$ cat src/sv/replsel_pkg.sv
package replsel_pkg;

   localparam int HEAP_DEPTH = 1024;
   localparam int ADDR_W = $clog2(HEAP_DEPTH);
   localparam int CNT_W = ADDR_W + 1;
   localparam int CAP_W = 11;
   localparam int KEY_W = 32;
   localparam int RUN_W = 16;
   localparam logic [CAP_W-1:0] CAP_RESET = 11'd750;

   typedef enum logic [4:0] {
      S_IDLE,
      S_PRE,
      S_RUN_START,
      S_BUILD_STEP,
      S_BUILD_LOAD,
      S_DISPATCH,
      S_FILL_MOVE,
      S_FILL_UP,
      S_FILL_PARENT,
      S_STEADY_TOP,
      S_STEADY_LAST,
      S_DRAIN_TOP,
      S_DRAIN_LAST,
      S_DRAIN_MOVE,
      S_SD_TEST,
      S_SD_LEFT,
      S_SD_RIGHT,
      S_POST,
      S_FINISH
   } state_type;

   typedef enum logic [4:0] {
      OP_NONE,
      OP_ACCEPT,
      OP_RUN_START,
      OP_BUILD_STEP,
      OP_BUILD_LOAD,
      OP_FILL_START,
      OP_FILL_MOVE,
      OP_FILL_UP_ROOT,
      OP_FILL_READ_PARENT,
      OP_FILL_PARENT,
      OP_READ_TOP,
      OP_STEADY_TOP,
      OP_STEADY_LAST,
      OP_DRAIN_EMPTY,
      OP_DRAIN_TOP,
      OP_DRAIN_LAST,
      OP_DRAIN_MOVE,
      OP_SD_TEST,
      OP_SD_LEFT,
      OP_SD_RIGHT,
      OP_POST,
      OP_FINISH
   } op_type;

   typedef struct packed {
      logic pre_run;
      logic fill_push;
      logic mode;
      logic active_zero;
      logic parked_nz;
      logic build_zero;
      logic pos_zero;
      logic v_lt_rd;
      logic sd_stop;
      logic has_right;
      logic rd_lt_x;
      logic pick_lt_x;
      logic out_free;
   } status_type;

endpackage

$ cat src/sv/replsel_ctrl.sv
module replsel_ctrl (
   input  logic                   clock,
   input  logic                   reset,
   input  logic                   req_valid,
   output logic                   req_stall,
   input  replsel_pkg::status_type status,
   output replsel_pkg::op_type    op
);
   import replsel_pkg::*;

   state_type state_ff, state_in;
   logic      pre_ff, pre_in;
   logic      sift_build_ff, sift_build_in;
   state_type sift_done;

   always_ff @(posedge clock) begin
      if (reset) begin
         state_ff      <= S_IDLE;
         pre_ff        <= 1'b0;
         sift_build_ff <= 1'b0;
      end else begin
         state_ff      <= state_in;
         pre_ff        <= pre_in;
         sift_build_ff <= sift_build_in;
      end
   end

   // A sift-down returns either to the heap build loop or to the end of the item.
   assign sift_done = sift_build_ff ? S_BUILD_STEP : S_POST;

   always_comb begin
      state_in      = state_ff;
      pre_in        = pre_ff;
      sift_build_in = sift_build_ff;
      op            = OP_NONE;
      req_stall     = 1'b1;
      case (state_ff)
         S_IDLE: begin
            req_stall = 1'b0;
            if (req_valid) begin
               op       = OP_ACCEPT;
               state_in = S_PRE;
            end
         end
         S_PRE: begin
            if (status.pre_run) begin
               pre_in   = 1'b1;
               state_in = S_RUN_START;
            end else begin
               state_in = S_DISPATCH;
            end
         end
         S_RUN_START: begin
            op       = OP_RUN_START;
            state_in = S_BUILD_STEP;
         end
         S_BUILD_STEP: begin
            if (status.build_zero) begin
               state_in = pre_ff ? S_DISPATCH : S_FINISH;
            end else begin
               op       = OP_BUILD_STEP;
               state_in = S_BUILD_LOAD;
            end
         end
         S_BUILD_LOAD: begin
            op            = OP_BUILD_LOAD;
            sift_build_in = 1'b1;
            state_in      = S_SD_TEST;
         end
         S_DISPATCH: begin
            sift_build_in = 1'b0;
            if (status.fill_push) begin
               op       = OP_FILL_START;
               state_in = status.parked_nz ? S_FILL_MOVE : S_FILL_UP;
            end else if (!status.mode) begin
               op       = OP_READ_TOP;
               state_in = S_STEADY_TOP;
            end else if (status.active_zero) begin
               op       = OP_DRAIN_EMPTY;
               state_in = S_FINISH;
            end else begin
               op       = OP_READ_TOP;
               state_in = S_DRAIN_TOP;
            end
         end
         S_FILL_MOVE: begin
            op       = OP_FILL_MOVE;
            state_in = S_FILL_UP;
         end
         S_FILL_UP: begin
            if (status.pos_zero) begin
               op       = OP_FILL_UP_ROOT;
               state_in = S_FINISH;
            end else begin
               op       = OP_FILL_READ_PARENT;
               state_in = S_FILL_PARENT;
            end
         end
         S_FILL_PARENT: begin
            op       = OP_FILL_PARENT;
            state_in = status.v_lt_rd ? S_FILL_UP : S_FINISH;
         end
         S_STEADY_TOP: begin
            op       = OP_STEADY_TOP;
            state_in = status.v_lt_rd ? S_STEADY_LAST : S_SD_TEST;
         end
         S_STEADY_LAST: begin
            op       = OP_STEADY_LAST;
            state_in = S_SD_TEST;
         end
         S_DRAIN_TOP: begin
            op       = OP_DRAIN_TOP;
            state_in = S_DRAIN_LAST;
         end
         S_DRAIN_LAST: begin
            op       = OP_DRAIN_LAST;
            state_in = status.parked_nz ? S_DRAIN_MOVE : S_SD_TEST;
         end
         S_DRAIN_MOVE: begin
            op       = OP_DRAIN_MOVE;
            state_in = S_SD_TEST;
         end
         S_SD_TEST: begin
            op       = OP_SD_TEST;
            state_in = status.sd_stop ? sift_done : S_SD_LEFT;
         end
         S_SD_LEFT: begin
            op = OP_SD_LEFT;
            if (status.has_right) begin
               state_in = S_SD_RIGHT;
            end else begin
               state_in = status.rd_lt_x ? S_SD_TEST : sift_done;
            end
         end
         S_SD_RIGHT: begin
            op       = OP_SD_RIGHT;
            state_in = status.pick_lt_x ? S_SD_TEST : sift_done;
         end
         S_POST: begin
            op = OP_POST;
            if (status.pre_run) begin
               pre_in   = 1'b0;
               state_in = S_RUN_START;
            end else begin
               state_in = S_FINISH;
            end
         end
         S_FINISH: begin
            op = OP_FINISH;
            if (status.out_free) begin
               state_in = S_IDLE;
            end
         end
         default: begin
            state_in = S_IDLE;
         end
      endcase
   end

endmodule

$ cat config.mk
export PLATFORM = sky130hd
export DESIGN_NAME = replsel_ctrl
export DESIGN_NICKNAME = d
export VERILOG_FILES = /design/src/sv/replsel_pkg.sv /design/src/sv/replsel_ctrl.sv
export SDC_FILE = /design/constraint.sdc
export NUM_CORES = 1
export LEC_CHECK = 0
export BUFFER_PORTS_ARGS = -buffer_cell sky130_fd_sc_hd__buf_4
export CAP_MARGIN = 30
export CORE_ASPECT_RATIO = 1.2
export CORE_MARGIN = 8
export CORE_UTILIZATION = 58
export DETAILED_ROUTE_END_ITERATION = 12
export PLACE_DENSITY = 0.84
export SKIP_CTS_REPAIR_TIMING = 1
export SLEW_MARGIN = 25
export SYNTH_ARGS = -nofsm -noshare
export SYNTH_HDL_FRONTEND = slang
export SYNTH_SLANG_ARGS = --single-unit
$ cat constraint.sdc
create_clock -name clock -period 2.17 [get_ports clock]
set_input_delay 0.434 -clock clock [delete_from_list [all_inputs] [get_ports clock]]
set_output_delay 0.434 -clock clock [all_outputs]
set_load 0.03 [all_outputs]
[Yosys cells after proc, flatten, opt, wreduce, memory -nomap -nowiden]
Cells that the tools add are included.
Cells by class
  equality and inequality tests: 22
  muxes and demuxes: 32
  reduce and logical (&&, ||, !) cells: 6
Operators with widths (count)
  one-hot mux 5 bit (18 select lines): 1
  one-hot mux 5 bit (17 select lines): 1
  2-to-1 mux 5 bit: 15
  == test 5 x 4 -> 1 bit (second input constant): 8
  == test 5 x 3 -> 1 bit (second input constant): 4
  == test 5 bit (second input constant): 3
  2-to-1 mux 3 bit: 4
  == test 5 x 2 -> 1 bit (second input constant): 2
  2-to-1 mux 4 bit: 2
  != test 2 bit (second input constant): 4
  == test 5 x 1 -> 1 bit (second input constant): 1
  zero test 5 bit: 1
  2-to-1 mux 1 bit: 5
  2-to-1 mux 2 bit: 2
  one-hot mux 1 bit (2 select lines): 2
  nonzero test 2 bit: 2
  AND reduction 3 bit: 1
  OR reduction 3 bit: 1
  AND reduction 2 bit: 1
Word-level totals
  register bits: 7
  input bits: 16
  output and inout bits: 6
  word-level logic and storage cells: 63

[Depth between registers and ports, before layout]
  depth after elaboration: 4
  mapped depth: 6
  gate-level depth less buffers: 4

[Worst setup path before layout]
OpenSTA, ideal clock, no wires.
  kind: register -> output
  from: reg state_ff[3]
  to: out op[1]
  data arrival time: 1.625 ns
  data required time: 1.736 ns
  slack: 0.111 ns
  stages on the path, launching flop included: 6
  path buffers: 1
  cells stage by stage: dfxtp_1 buf_6 o21ai_0 a22o_1 a21o_1 a22oi_1
Between the ends
  longest elaborated chain between the ends: 2
RTL lines
  start, declared: RTL line replsel_ctrl.sv:11  | state_type state_ff, state_in;
  start signal, assigned: RTL line replsel_ctrl.sv:22  | state_ff <= state_in;
  == test 5 bit, or another cell as far along: RTL line replsel_ctrl.sv:37  | case (state_ff)
  one-hot mux 5 bit (18 select lines) (*): RTL line replsel_ctrl.sv:37
  end, declared: RTL line replsel_ctrl.sv:7  | output replsel_pkg::op_type op
Mark *: on every way between the ends. The rest lies on a longest branch, timed or not.

[Worst setup path in the final report]
Same ends and word-level chain as after synthesis.

==> results.toml <==
[outcome]
outcome = "finished clean"

[timing]
drv_slew = 0
clock_skew_ns = 0.00772
fin_crit_sh_pct = 96.3
relSlewSlack_pct = 75.7
worst_pin_slew_ns = 0.364
fin_ws_ns = 0.0807
min_period_ns = 2.09
max_freq_mhz = 479
rsz0062_at_grt = "false"
finalSetupViolCount = 0
hold_violations = 0

[drt]
ant_nets = 0
vias = 1324
drt_wl_total_um = 3600
drtPass1Iterations = 4
viasPerCell = 7.04
wl_per_cell_um = 19.1
drt_iter0_drc = 84
drc = 0

[die]
std_cell_rows = 17
die_area_mm2 = 0.00345
initial_utilization_pct = 59.2
die-width_um = 55
die_y_um = 62.8
ios = 22
core_mm2 = 0.00179

[critical_path]
cp.required_ns = 1.74
critPathCaptureType = "output pin"
critPathMaxFanout = 9
crit_chain = "nor4b_2, and2_4, a21oi_1, a22oi_1, buf_4"
cp_slowest_stage_delay_ns = 0.38
critPathKind = "flip-flop to output pin"
worstPathArrival_ns = 1.66
slowest_stage = "dfxtp_2"
startpoint_type = "flip-flop"

[global_routing]
grt_first_pass_wirelength_um = 5890
use_met3_pct = 1.43
busiest_layer = "met2"
grt_antenna_before_repair = 0
use_met2_pct = 32.8
gr-total-overflow = 0
grt_use_total_pct = 21.6
grt_max_degree = 15
grt_pass1_vias = 1237
grtUsageMet1_pct = 28.6

[layout]
final_common_cell = "buf_4"
fin_cells = 188
synthToLayoutAreaGrowth_pct = 25.2
mostFrequentLayoutCells = "buf_4, nor2_1, nand2_1, o21ai_0, a21oi_1"
drive_gt1_share_pct = 34.9
seq_area_um2 = 151
n_antenna_cell = 0
utilization_pct = 74.2
multi_input_area_um2 = 835
postLayoutCellArea_mm2 = 0.00133
fill_cells = 141
nets = 186

[synthesis]
synth_flop_cell = "dfxtp_1"
postSynthAreaPerCell_um2 = 7.51
synth_seq_cells = 7
ys_types = 56
synth_seq_area_share_pct = 13.2
netlist_area_mm2 = 0.00106
syn_inst = 141
synth-async-reset-ratio_pct = 0
synth_warnings = 0
syn_nets = 157
synth-edff-count = 0

[clock_network]
htreeDepth = 1
clk_pin_slew_ns = 0.06
clock_latency_ns = 0.26
cts_sinks = 7
cts_tree = "built"
cts-root-buf = "clkbuf_4"
clock_path_buffers = 2
numCtsBuffers = 3

[place]
dp_hpwl_um = 2760
placed_area_mm2 = 0.00126
place_ws_ns = 0.186
gp_congestion = 0.972
portBuffers = 21
dp_cells = 184

[pwr]
leakage_nw = 0.558
power.total_mw = 1.79
power_density_mw_per_mm2 = 1350
irDropWorstVdd_uv = 976

[run]
drv_cap = 0

[hold_path]
holdCritPathClass = "input pin to flip-flop"
[synth_stat cells, types with 2 or more instances]
cell	n	area share (%)
a41oi_1	2	1.7
buf_6	4	4.3
o22ai_1	3	1.8
dfxtp_1	7	13
o21ai_0	9	4.3
a21o_1	5	3.5
or4b_4	2	2.6
nand4b_1	2	1.7
nor2b_1	4	2.4
nor3_1	4	1.9
nand2b_1	5	3.0
or4b_1	2	1.9
a32oi_1	2	1.7
buf_4	3	2.1
nand2_1	10	3.5
nor2_1	10	3.5
and3b_1	2	1.7
nand3_1	3	1.4
inv_1	3	1.1
a21oi_1	8	3.8
clkbuf_1	2	0.71
o21bai_1	2	1.4
buf_2	4	1.9
o32a_1	2	1.9
or3_1	2	1.2
nor3b_1	2	1.4
a211o_1	2	1.7
nand4_1	3	1.8
nor4b_1	2	1.7
o31a_1	2	1.7
nand3b_1	3	2.1
[area by class of cell]
type	instances	area share, %
clock buffers	4	1.98
inverters	3	0.850
multi-input cells	118	63.0
flip-flops and latches	7	11.4
well taps	19	1.79
repair buffers	37	21.0
[path summary, 6_finish.rpt]
| path | start | to | slack, ns | depth (start not counted) |
|---|---|---|---|---|
| hold / removal | reset | state_ff[2] | 0.40 | 2 |
| setup / recovery | state_ff[3] | op[1] | 0.08 | 5 |
| setup reg to reg | state_ff[2] | state_ff[1] | 0.31 | 6 |
| hold reg to reg | sift_build_ff | sift_build_ff | 0.55 | 2 |
[registers in the layout, indices dropped and copies added, names as in the netlist]
signal,flops
pre_ff,1
state_ff,5
sift_build_ff,1
[through the flow]
stage / hold slack, ns / setup TNS [ns]
CTS: 0.399 / -0.250
detailed placement: 0.526 / 0
finish: 0.398 / 0
floorplan: 0.471 / 0
global route: 0.383 / 0
global placement: 0.511 / 0
[per-layer routing]
layer	vias up	wire length [um]
li1	609	-
met1	604	1380
met2	91	1750
met3	20	287
met4	0	174
met5	-	0
[critical path: cells and delay by family (launching register included)]
family / cells / cell delay [ns]
simple gates: 2 / 0.57
buf+inv: 1 / 0.19
compound gates: 2 / 0.26
flops: 1 / 0.38
[logic make-up (layout without fill, tap and decap cells)]
kind of cell,after synthesis,after routing,synth area share (%)
AOI/OAI and AO/OA,53,53,36.9
buffers and inverters,16,44,10.0
DFF,7,7,13.2
muxes,1,1,0.946
and+or+nand+nor,64,64,38.9
[power by group]
group          switching (mW)  internal (mW)  total (mW)
combinational           0.739          0.615        1.35
sequential              0.124          0.192       0.316
clock                  0.0518         0.0704       0.122
total                   0.915          0.877        1.79
Note: power is estimated with default switching activity, not from simulation.
